<file path="src/hw/rtl/sha1sh_pkg.sv">
// Shared types, constants and state encodings for the SHA-1 stream hash core.
package sha1sh_pkg;

    localparam int QDEPTH = 16;
    localparam int QAW    = $clog2(QDEPTH);

    localparam logic [3:0] WORD_LEN_HI = 4'd14;
    localparam logic [6:0] ROUND_LOAD_LAST = 7'd15;
    localparam logic [6:0] ROUND_LAST      = 7'd79;
    localparam logic [2:0] DIGEST_LAST     = 3'd4;

    localparam logic [31:0] H_INIT [5] = '{
        32'h67452301, 32'hEFCDAB89, 32'h98BADCFE, 32'h10325476, 32'hC3D2E1F0
    };
    localparam logic [31:0] K_R0 = 32'h5A827999;
    localparam logic [31:0] K_R1 = 32'h6ED9EBA1;
    localparam logic [31:0] K_R2 = 32'h8F1BBCDC;
    localparam logic [31:0] K_R3 = 32'hCA62C1D6;
    localparam logic [7:0]  PAD_BYTE = 8'h80;

    typedef struct packed {
        logic [7:0] data_byte;
        logic       byte_valid;
        logic       end_of_message;
    } t_in_item;

    typedef struct packed {
        logic [31:0] digest_word;
        logic [2:0]  word_index;
        logic        last_word;
    } t_out_item;

    typedef struct packed {
        logic [31:0] word;
        logic        last;
    } t_qentry;

    typedef struct packed {
        logic    valid;
        t_qentry entry;
    } t_qpush;

    typedef struct packed {
        logic empty;
        logic full;
    } t_qstat;

    typedef enum logic [2:0] {
        F_ACCEPT,
        F_PAD,
        F_ZERO,
        F_LENHI,
        F_LENLO
    } t_fstate;

    typedef enum logic [1:0] {
        B_LOAD,
        B_ROUND,
        B_ADD,
        B_EMIT
    } t_bstate;

endpackage

</file>
<file path="src/hw/rtl/sha1sh_front.sv">
// Front end: packs bytes into big-endian words, counts bytes, generates padding and length.
module sha1sh_front
    import sha1sh_pkg::*;
(
    input  logic     i_clk,
    input  logic     i_rst_n,
    input  logic     i_in_valid,
    output logic     o_in_ready,
    input  t_in_item i_in_data,
    input  t_qstat   i_qstat,
    output t_qpush   o_push
);

    t_fstate     r_state, n_state;
    logic [60:0] r_count, n_count;
    logic [23:0] r_part, n_part;
    logic [3:0]  r_widx, n_widx;
    logic        w_acc;
    logic [31:0] w_pad_word;

    assign w_acc = i_in_valid && o_in_ready;

    always_comb begin
        unique case (r_count[1:0])
            2'd0: w_pad_word = {PAD_BYTE, 24'h0};
            2'd1: w_pad_word = {r_part[7:0], PAD_BYTE, 16'h0};
            2'd2: w_pad_word = {r_part[15:0], PAD_BYTE, 8'h0};
            default: w_pad_word = {r_part[23:0], PAD_BYTE};
        endcase
    end

    // next state
    always_comb begin
        n_state = r_state;
        unique case (r_state)
            F_ACCEPT: if (w_acc && i_in_data.end_of_message) n_state = F_PAD;
            F_PAD:    if (!i_qstat.full) n_state = F_ZERO;
            F_ZERO:   if (r_widx == WORD_LEN_HI) n_state = F_LENHI;
            F_LENHI:  if (!i_qstat.full) n_state = F_LENLO;
            F_LENLO:  if (!i_qstat.full) n_state = F_ACCEPT;
            default:  n_state = F_ACCEPT;
        endcase
    end

    // outputs
    always_comb begin
        o_in_ready        = 1'b0;
        o_push.valid      = 1'b0;
        o_push.entry.word = '0;
        o_push.entry.last = 1'b0;
        unique case (r_state)
            F_ACCEPT: begin
                o_in_ready        = !i_qstat.full;
                o_push.valid      = w_acc && i_in_data.byte_valid && (r_count[1:0] == 2'd3);
                o_push.entry.word = {r_part, i_in_data.data_byte};
            end
            F_PAD: begin
                o_push.valid      = !i_qstat.full;
                o_push.entry.word = w_pad_word;
            end
            F_ZERO: begin
                o_push.valid = !i_qstat.full && (r_widx != WORD_LEN_HI);
            end
            F_LENHI: begin
                o_push.valid      = !i_qstat.full;
                o_push.entry.word = r_count[60:29];
            end
            F_LENLO: begin
                o_push.valid      = !i_qstat.full;
                o_push.entry.word = {r_count[28:0], 3'b000};
                o_push.entry.last = 1'b1;
            end
            default: ;
        endcase
    end

    always_comb begin
        n_count = r_count;
        n_part  = r_part;
        n_widx  = r_widx;
        unique case (r_state)
            F_ACCEPT: begin
                if (w_acc && i_in_data.byte_valid) begin
                    n_count = r_count + 61'd1;
                    n_part  = {r_part[15:0], i_in_data.data_byte};
                end
            end
            F_PAD:    if (o_push.valid) n_widx = r_count[5:2] + 4'd1;
            F_ZERO:   if (o_push.valid) n_widx = r_widx + 4'd1;
            F_LENLO:  if (o_push.valid) n_count = '0;
            default: ;
        endcase
    end

    always_ff @(posedge i_clk) begin
        if (!i_rst_n) begin
            r_state <= F_ACCEPT;
            r_count <= '0;
        end else begin
            r_state <= n_state;
            r_count <= n_count;
        end
        r_part <= n_part;
        r_widx <= n_widx;
    end

endmodule

</file>
<file path="src/hw/rtl/sha1sh_queue.sv">
// Word queue between the front end and the compression engine.
module sha1sh_queue
    import sha1sh_pkg::*;
(
    input  logic    i_clk,
    input  logic    i_rst_n,
    input  t_qpush  i_push,
    input  logic    i_pop,
    output t_qentry o_head,
    output t_qstat  o_stat
);

    t_qentry        r_mem [QDEPTH];
    logic [QAW-1:0] r_wr, r_rd;
    logic [QAW:0]   r_cnt;

    assign o_head       = r_mem[r_rd];
    assign o_stat.empty = (r_cnt == '0);
    assign o_stat.full  = (r_cnt == (QAW+1)'(QDEPTH));

    always_ff @(posedge i_clk) begin
        if (i_push.valid) r_mem[r_wr] <= i_push.entry;
        if (!i_rst_n) begin
            r_wr  <= '0;
            r_rd  <= '0;
            r_cnt <= '0;
        end else begin
            if (i_push.valid) r_wr <= r_wr + 1'b1;
            if (i_pop)        r_rd <= r_rd + 1'b1;
            if (i_push.valid && !i_pop)      r_cnt <= r_cnt + 1'b1;
            else if (!i_push.valid && i_pop) r_cnt <= r_cnt - 1'b1;
        end
    end

endmodule

</file>
<file path="src/hw/rtl/sha1sh_back.sv">
// Compression: one SHA-1 round per cycle if fed; rolling schedule, hash add, digest out.
module sha1sh_back
    import sha1sh_pkg::*;
(
    input  logic      i_clk,
    input  logic      i_rst_n,
    input  t_qentry   i_head,
    input  t_qstat    i_qstat,
    output logic      o_pop,
    output logic      o_out_valid,
    input  logic      i_out_ready,
    output t_out_item o_out_data
);

    t_bstate     r_state, n_state;
    logic [6:0]  r_t;
    logic [2:0]  r_idx;
    logic        r_fin;
    logic [31:0] r_hash [5];
    logic [31:0] r_work [5];
    logic [31:0] r_sched [16];

    logic        w_round, w_out_acc;
    logic [31:0] w_a, w_b, w_c, w_d, w_e, w_f, w_k, w_w, w_x, w_tmp;

    // next state
    always_comb begin
        n_state = r_state;
        unique case (r_state)
            B_LOAD:  if (!i_qstat.empty && r_t == ROUND_LOAD_LAST) n_state = B_ROUND;
            B_ROUND: if (r_t == ROUND_LAST) n_state = B_ADD;
            B_ADD:   n_state = r_fin ? B_EMIT : B_LOAD;
            B_EMIT:  if (i_out_ready && r_idx == DIGEST_LAST) n_state = B_LOAD;
            default: n_state = B_LOAD;
        endcase
    end

    // outputs
    always_comb begin
        o_pop       = (r_state == B_LOAD) && !i_qstat.empty;
        w_round     = o_pop || (r_state == B_ROUND);
        o_out_valid = (r_state == B_EMIT);
        w_out_acc   = o_out_valid && i_out_ready;
        o_out_data.digest_word = r_hash[r_idx];
        o_out_data.word_index  = r_idx;
        o_out_data.last_word   = (r_idx == DIGEST_LAST);
    end

    // round datapath
    always_comb begin
        w_a = (r_t == '0) ? r_hash[0] : r_work[0];
        w_b = (r_t == '0) ? r_hash[1] : r_work[1];
        w_c = (r_t == '0) ? r_hash[2] : r_work[2];
        w_d = (r_t == '0) ? r_hash[3] : r_work[3];
        w_e = (r_t == '0) ? r_hash[4] : r_work[4];
        w_x = r_sched[13] ^ r_sched[8] ^ r_sched[2] ^ r_sched[0];
        w_w = (r_state == B_LOAD) ? i_head.word : {w_x[30:0], w_x[31]};
        priority if (r_t < 7'd20) begin
            w_f = w_d ^ (w_b & (w_c ^ w_d));
            w_k = K_R0;
        end else if (r_t < 7'd40) begin
            w_f = w_b ^ w_c ^ w_d;
            w_k = K_R1;
        end else if (r_t < 7'd60) begin
            w_f = (w_b & w_c) | (w_d & (w_b | w_c));
            w_k = K_R2;
        end else begin
            w_f = w_b ^ w_c ^ w_d;
            w_k = K_R3;
        end
        w_tmp = {w_a[26:0], w_a[31:27]} + w_f + w_e + w_k + w_w;
    end

    always_ff @(posedge i_clk) begin
        if (w_round) begin
            r_work[0] <= w_tmp;
            r_work[1] <= w_a;
            r_work[2] <= {w_b[1:0], w_b[31:2]};
            r_work[3] <= w_c;
            r_work[4] <= w_d;
            for (int i = 0; i < 15; i++) r_sched[i] <= r_sched[i+1];
            r_sched[15] <= w_w;
        end
        if (o_pop) r_fin <= i_head.last;
        if (!i_rst_n) begin
            r_state <= B_LOAD;
            r_t     <= '0;
            r_idx   <= '0;
            for (int i = 0; i < 5; i++) r_hash[i] <= H_INIT[i];
        end else begin
            r_state <= n_state;
            if (w_round) r_t <= (r_t == ROUND_LAST) ? '0 : r_t + 7'd1;
            if (r_state == B_ADD) begin
                for (int i = 0; i < 5; i++) r_hash[i] <= r_hash[i] + r_work[i];
            end
            if (w_out_acc) begin
                if (r_idx == DIGEST_LAST) begin
                    r_idx <= '0;
                    for (int i = 0; i < 5; i++) r_hash[i] <= H_INIT[i];
                end else begin
                    r_idx <= r_idx + 3'd1;
                end
            end
        end
    end

endmodule

</file>
<file path="src/hw/rtl/sha1_stream_hash_core.sv">
// Top level of the streaming SHA-1 hash core.
//
// Input channel (i_in_valid / o_in_ready / i_in_data): one beat per item, carrying an
// optional message byte and an end-of-message mark. Outside padding, the front end takes
// one beat per cycle while the word queue has room and packs bytes into big-endian
// 32-bit words. The compression engine runs one round per cycle: rounds 0-15 consume
// queued words as they arrive, rounds 16-79 run on the rolling schedule, then an add
// state adds the working words into the hash words. The 16-word queue lets the next
// block fill during rounds 16-79, so input need not wait for a block to finish.
// At end of message the front end writes padding and length words, which adds one or
// two blocks; the five digest words then appear on the output channel (o_out_valid /
// i_out_ready / o_out_data), most significant first, one per cycle when not stalled.
// While the receiver stalls, the engine holds the current word and the front end keeps
// filling the queue until it is full. Reset (synchronous, active low) loads the initial
// hash values, clears the byte count and empties the queue; no clearing pass is needed.
module sha1_stream_hash_core
    import sha1sh_pkg::*;
(
    input  logic      i_clk,
    input  logic      i_rst_n,
    input  logic      i_in_valid,
    output logic      o_in_ready,
    input  t_in_item  i_in_data,
    output logic      o_out_valid,
    input  logic      i_out_ready,
    output t_out_item o_out_data
);

    t_qpush  w_push;
    t_qentry w_head;
    t_qstat  w_qstat;
    logic    w_pop;

    sha1sh_front u_front (
        .i_clk      (i_clk),
        .i_rst_n    (i_rst_n),
        .i_in_valid (i_in_valid),
        .o_in_ready (o_in_ready),
        .i_in_data  (i_in_data),
        .i_qstat    (w_qstat),
        .o_push     (w_push)
    );

    sha1sh_queue u_queue (
        .i_clk   (i_clk),
        .i_rst_n (i_rst_n),
        .i_push  (w_push),
        .i_pop   (w_pop),
        .o_head  (w_head),
        .o_stat  (w_qstat)
    );

    sha1sh_back u_back (
        .i_clk       (i_clk),
        .i_rst_n     (i_rst_n),
        .i_head      (w_head),
        .i_qstat     (w_qstat),
        .o_pop       (w_pop),
        .o_out_valid (o_out_valid),
        .i_out_ready (i_out_ready),
        .o_out_data  (o_out_data)
    );

    a_no_push_full: assert property (@(posedge i_clk) disable iff (!i_rst_n)
        w_push.valid |-> !w_qstat.full)
        else $error("push into full queue");

    a_no_pop_empty: assert property (@(posedge i_clk) disable iff (!i_rst_n)
        w_pop |-> !w_qstat.empty)
        else $error("pop from empty queue");

    a_digest_done: assert property (@(posedge i_clk) disable iff (!i_rst_n)
        (o_out_valid && i_out_ready && o_out_data.last_word) |=> !o_out_valid)
        else $error("digest continues after last word");

    a_digest_order: assert property (@(posedge i_clk) disable iff (!i_rst_n)
        (o_out_valid && i_out_ready && !o_out_data.last_word) |=>
        (o_out_valid && o_out_data.word_index == $past(o_out_data.word_index) + 3'd1))
        else $error("digest word order broken");

endmodule
</file>
<file path="config.mk">
export PLATFORM = sky130hd
export DESIGN_NAME = sha1_stream_hash_core
export DESIGN_NICKNAME = d
export VERILOG_FILES = /design/src/hw/rtl/sha1sh_pkg.sv /design/src/hw/rtl/sha1sh_front.sv /design/src/hw/rtl/sha1sh_queue.sv /design/src/hw/rtl/sha1sh_back.sv /design/src/hw/rtl/sha1_stream_hash_core.sv
export SDC_FILE = /design/constraint.sdc
export NUM_CORES = 2
export LEC_CHECK = 0
export BUFFER_PORTS_ARGS = -buffer_cell sky130_fd_sc_hd__buf_4
export CELL_PAD_IN_SITES_DETAIL_PLACEMENT = 1
export CELL_PAD_IN_SITES_GLOBAL_PLACEMENT = 2
export CORE_MARGIN = 4
export CORE_UTILIZATION = 39
export DETAILED_ROUTE_END_ITERATION = 16
export PLACE_DENSITY_LB_ADDON = 0.1
export RECOVER_POWER = 25
export REMOVE_ABC_BUFFERS = 1
export SYNTH_ARGS = -nofsm -noshare
export SYNTH_HDL_FRONTEND = slang
export SYNTH_HIERARCHICAL = 1
export SYNTH_SLANG_ARGS = --single-unit
</file>
<file path="constraint.sdc">
create_clock -name i_clk -period 43.8 [get_ports i_clk]
set_clock_uncertainty 0.2 [all_clocks]
set_input_delay 6.57 -clock i_clk [delete_from_list [all_inputs] [get_ports i_clk]]
set_output_delay 6.57 -clock i_clk [all_outputs]
set_load 0.01 [all_outputs]
</file>
Word level (Yosys, flattened, before mapping). Memories as Yosys holds them, arrays and structs flattened. A register that Yosys moved wholly into a read port is not among the register bits. Cells that the tools add are included.

Flip-flop bits (word level): 118. Memory bits (writable): 1360. Output and inout port bits: 38. Word-level logic and storage cells: 180. Memories: 4.

Memories: u_queue.r_mem (words 16, bits a word 33, read ports 1, clocked after Yosys merged registers in 1, wr ports 1, line sha1sh_queue.sv:13) `t_qentry r_mem [QDEPTH];`; u_back.r_sched (words 16, bits a word 32, read ports 16, clocked after Yosys merged registers in 0, wr ports 16, line sha1sh_back.sv:21) `logic [31:0] r_sched [16];`; u_back.r_hash (words 5, bits a word 32, read ports 6, clocked after Yosys merged registers in 1, wr ports 5, line sha1sh_back.sv:19) `logic [31:0] r_hash [5];`; u_back.r_work (words 5, bits a word 32, read ports 5, clocked after Yosys merged registers in 0, wr ports 5, line sha1sh_back.sv:20) `logic [31:0] r_work [5];`.

$add $sub $neg: 18. Order comparisons: 3. Equality and inequality tests: 28. Mux-type cells: 64. Bitwise logic cells: 22. Reductions and logical operators: 30.

Operator list (number): $mux W32 (21); $add A32 B32 Y32 (9); $xor A32 B32 Y32 (7); $pmux W32 S4 (1); $mux W61 (2); $pmux W61 S2 (1); $and A32 B32 Y32 (3); $pmux W32 S3 (1); $or A32 B32 Y32 (2); $add A61 B1 Y61 const B (1); $mux W31 (1); $mux W3 (8); $add A4 B1 Y4 const B (4); $mux W4 (4); $ne A2 B1 Y1 const B (8); $pmux W3 S5 (1); $lt A7 B6 Y1 const B (2); $mux W1 (14); $logic_and A1 B1 Y1 (11); $mux W5 (2); $or A1 B1 Y1 (10); $reduce_and A3 Y1 (3); $eq A2 B2 Y1 const B (4); $mux W2 (4); other kinds (29) (41).

Depth between registers and ports, before layout.
Word-level depth: 12. Mapped depth: 30.

Cells and area by module. The synthesis kept the hierarchy.

By module, submodules not included: sha1sh_back (times used 1, cells an instance 3264, area each 43574.3 µm², sequential area each 25314.3 µm²); sha1sh_queue (times used 1, cells an instance 915, area each 20672.3 µm², sequential area each 16195.5 µm²); sha1sh_front (times used 1, cells an instance 575, area each 4918.5 µm², sequential area each 2122.0 µm²).

Least setup slack after synthesis. No wires, ideal clock.

Path kind: flip-flop to flip-flop. From: reg u_queue.r_cnt[0]. To: reg u_back.r_t[6]. Setup time: 0.133 ns. Data arrival time: 15.892 ns. Required time: 43.467 ns. Setup slack: 27.575 ns. Cell stages (with the launch flop): 8. Clock period less this slack: 16.225 ns. Cells stage by stage: dfxtp_1 > or4_1 > nor2_1 > a21o_1 > inv_1 > nand3_1 > o21ai_0 > a21oi_1.

RTL lines: from (decl) (line sha1sh_queue.sv:15) `logic [QAW:0] r_cnt;`; from (signal assigned) (line sha1sh_queue.sv:30) `if (i_push.valid && !i_pop) r_cnt <= r_cnt + 1'b1;`; from (signal assigned) (line sha1sh_queue.sv:31) `else if (!i_push.valid && i_pop) r_cnt <= r_cnt - 1'b1;`; to (signal assigned) (line sha1sh_back.sv:92) `if (w_round) r_t <= (r_t == ROUND_LAST) ? '0 : r_t + 7'd1;`; to (decl) (line sha1sh_back.sv:16) `logic [6:0] r_t;`.

==> impl_results.md <==
- First-pass GRT wire length: 280 mm
- Cts bufs inserted: around 170
- Clock tree sinks: 1485
- Layout cell share with drive strength beyond 1: 0.128
- Worst path slowest cell: clkbuf_1
- Die area: between 0.15 and 0.2 mm²
- Min cycle time layout: 11.06 ns
- # Max-Cap Violations: 8
- Worst Setup Path Type: reg -> reg
- CTS Buffer Depth: 3
- Die Height: ~430 µm
- Post-layout util: 0.441
- Final Hold Viols: 0
- Distinct cells, synth: 87
- CP required: 44.14 ns
- Sequential cell area: 0.0436 mm²
- Remaining DRCs: 0
- Ys Warns: 6
- Hpwl dp: between 100 and 150 mm
- Core Region: 0.176 mm²
- RSZ-0062 raised after global routing: no
- Worst EP arrival: 11.40 ns
- Clock Pin Slew Worst Setup and Hold Paths: 0.06 ns
- Max incr delay on CP: 2.37 ns
- Starting Density: 0.392
- Site Rows: 154
- Vias/cell: 5.48
- Fmax: 90.4 MHz
- Post-CTS Setup Repair Bufs: 0
- CP endpoint kind: flip-flop
- Critical path peak fanout: 38
- Final TNS setup: 0 ns
- CP Cell Sequence: nor2_1 -> nand4bb_1 -> clkbuf_1 -> buf_4 -> mux2i_1 -> fa_1 -> a22oi_1 -> o21ai_0 -> fa_1 -> inv_1 -> fa_1 -> inv_1 -> fa_1 -> inv_1 -> ha_1 -> nand4_1 -> a311oi_1 -> o21ba_2 -> nand4_1 -> a41o_1 -> nor2b_1 -> xnor2_1
- Total grt overflow: 0
- Drt wl/cell: about 26 µm
- Ys flop type: edfxtp_1
- Post-cts sizing count: 0
- Total track usage: 0.202
- Register bit total from synthesis: 1485
- CTS Hold Buffers Added: 0
- Final setup vio count: 0
- Crit path launch type: flip-flop
- Initial antenna violation count: 5
- CTS HTree Levels: 4
- Number of routed nets with antenna violations: 0
- Cells after synthesis: approximately 4800
- # IOs: 52
- Worst-Skew Late Latency: 0.80 ns
- DR pass1 iterations: 5
- Max Transition Viols Final: ~390
- Port Buffer Count: 51
- Fraction of registers with async set/reset: 0
- Vias: 40320
- Die W: 429 µm
- Post-Syn Area: 0.0692 mm²
- Crit share post-route: 0.252
- Iteration-0 DRC Markers: 3033
- Root buffer cell: clkbuf_16
- Post-synthesis sequential area ratio: 0.631
- Failing checks: max-capacitance violations, max-slew violations
- Area of the multi-input gates: ~0.024 mm²
- HP Class: reg -> reg
- CTS tree: yes
- Routed WL: 188 mm
- Final nets: 5228
- Pin count of the biggest net entering global routing: 141
- Outcome: finished with violations
- Worst slew pin tran: 6.11 ns
- Number of global-route vias before repair: 41290
- Max-slew headroom: -3.10
- Fillers: 17526
- Syn Area/Cell: 14.5 µm²
- Area grow syn2layout: 12.4%
- EDFF count, synth: 1389
- Placer Congestion: 0.832
- CP most frequent cell: fa_1
-- worst max-delay path: cells and delay by family (launching register included) --
| family | cells | cell delay [ns] |
|---|---|---|
| AND/OR/NAND/NOR | 5 | 1.82 |
| flip-flops | 1 | 0.52 |
| AO/OA/AOI/OAI | 5 | 1.85 |
| buffers and inverters | 5 | 3.25 |
| adder cells (fa/ha/maj) | 5 | 2.47 |
| XOR/XNOR | 1 | 0.12 |
| multiplexers | 1 | 0.43 |
-- cells in the mapped netlist (93+ instances only) --
| cell | count | area (µm²) |
|---|---|---|
| dfxtp_1 | 96 | 1920 |
| nor2_1 | 184 | 691 |
| nand2_1 | 291 | 1090 |
| inv_1 | 307 | 1150 |
| a21o_1 | 94 | 706 |
| ha_1 | 210 | 2630 |
| xnor2_1 | 183 | 1600 |
| fa_1 | 113 | 2260 |
| mux4_2 | 164 | 3690 |
| mux2i_1 | 129 | 1290 |
| mux2_2 | 105 | 1180 |
| o21ai_0 | 194 | 971 |
| a21oi_1 | 223 | 1120 |
| a22oi_1 | 103 | 773 |
| edfxtp_1 | 1389 | 41700 |
| clkbuf_1 | 93 | 349 |
-- worst paths after layout --
check / start / to / slack (ns) / depth (start not counted)
setup / recovery: u_back/r_t[4] / u_back/r_work[0][30] / 32.74 / 22
hold / removal: u_back/r_sched[0][255] / u_back/r_sched[0][223] / 0.21 / 0
setup reg to reg: u_back/r_t[4] / u_back/r_work[0][30] / 32.74 / 22
hold reg to reg: u_back/r_sched[0][255] / u_back/r_sched[0][223] / 0.21 / 0
-- through the flow --
stage / setup WS, ns / std cells / cell area (µm²) / hold slack, ns
6_report: 32.74 / 7362 / 77700 / 0.206
3_5_place_dp: 33.87 / 7063 / 72500 / 0.205
5_1_grt: 32.14 / 7361 / 77700 / 0.205
4_1_cts: 34.03 / 7361 / 77800 / 0.201
3_3_place_gp: 33.86 / 7063 / 72500 / 0.201
2_1_floorplan: 27.58 / 4599 / 68500 / 0.200
-- final cells by class --
| cell class | instances | area share |
|---|---|---|
| Sequential cell | 1485 | 0.561 |
| Multi-Input combinational cell | 2802 | 0.306 |
| Clock buffer | 203 | 0.0561 |
| Tap cell | 2340 | 0.0377 |
| Inverter | 312 | 0.0151 |
| Clock inverter | 95 | 0.0125 |
| Timing Repair Buffer | 124 | 0.0117 |
| Antenna cell | 1 | 0.0000322 |
-- flip-flops by register name, summed over array words and instances, names as in the netlist, named ones only --
name,count
u_back/r_work,160
u_back/r_fin,1
u_front/r_part,24
u_back/r_idx,3
u_back/r_t,7
u_back/r_state,2
u_queue/r_wr,4
u_queue/r_cnt,5
u_front/r_widx,4
u_back/r_sched,512
u_front/r_state,3
u_queue/r_rd,4
u_queue/r_mem,528
u_front/r_count,61
u_back/r_hash,160
-- cell families after synthesis --
| logic type | share of synthesized area |
|---|---|
| simple gates | 0.0668 |
| xor+xnor | 0.0331 |
| buf+inv | 0.0270 |
| flops | 0.631 |
| fa+ha+maj | 0.0708 |
| mux | 0.0892 |
| compound gates | 0.0823 |
-- cell usage in the layout, fill, tap and decap left out, types with 76 or more instances in the layout --
master,synthesis,routed
nand2_1,291,290
ha_1,210,210
mux2i_1,129,129
fa_1,113,113
a22oi_1,103,103
mux4_2,164,164
clkbuf_16,0,167
mux2_2,105,76
inv_1,307,306
xor2_1,78,78
nor3_1,77,77
a21o_1,94,94
a21oi_1,223,223
edfxtp_1,1389,1389
dfxtp_1,96,92
xnor2_1,183,183
nor2_1,184,181
buf_4,1,114
o21ai_0,194,194
-- routing by layer --
metal	share of wire	vias up	wire length (µm)	global-route usage
met1	0.49	21017	91900	0.305
met3	0.037	212	6870	0.0258
met5	0.000053	-	10	0
li1	-	18364	-	-
met4	0.017	2	3150	0.0402
met2	0.46	725	86300	0.317
Power is left out: the tool's default activity adds up to more than one toggle a clock period on the data nets, which glitch-free logic cannot reach.
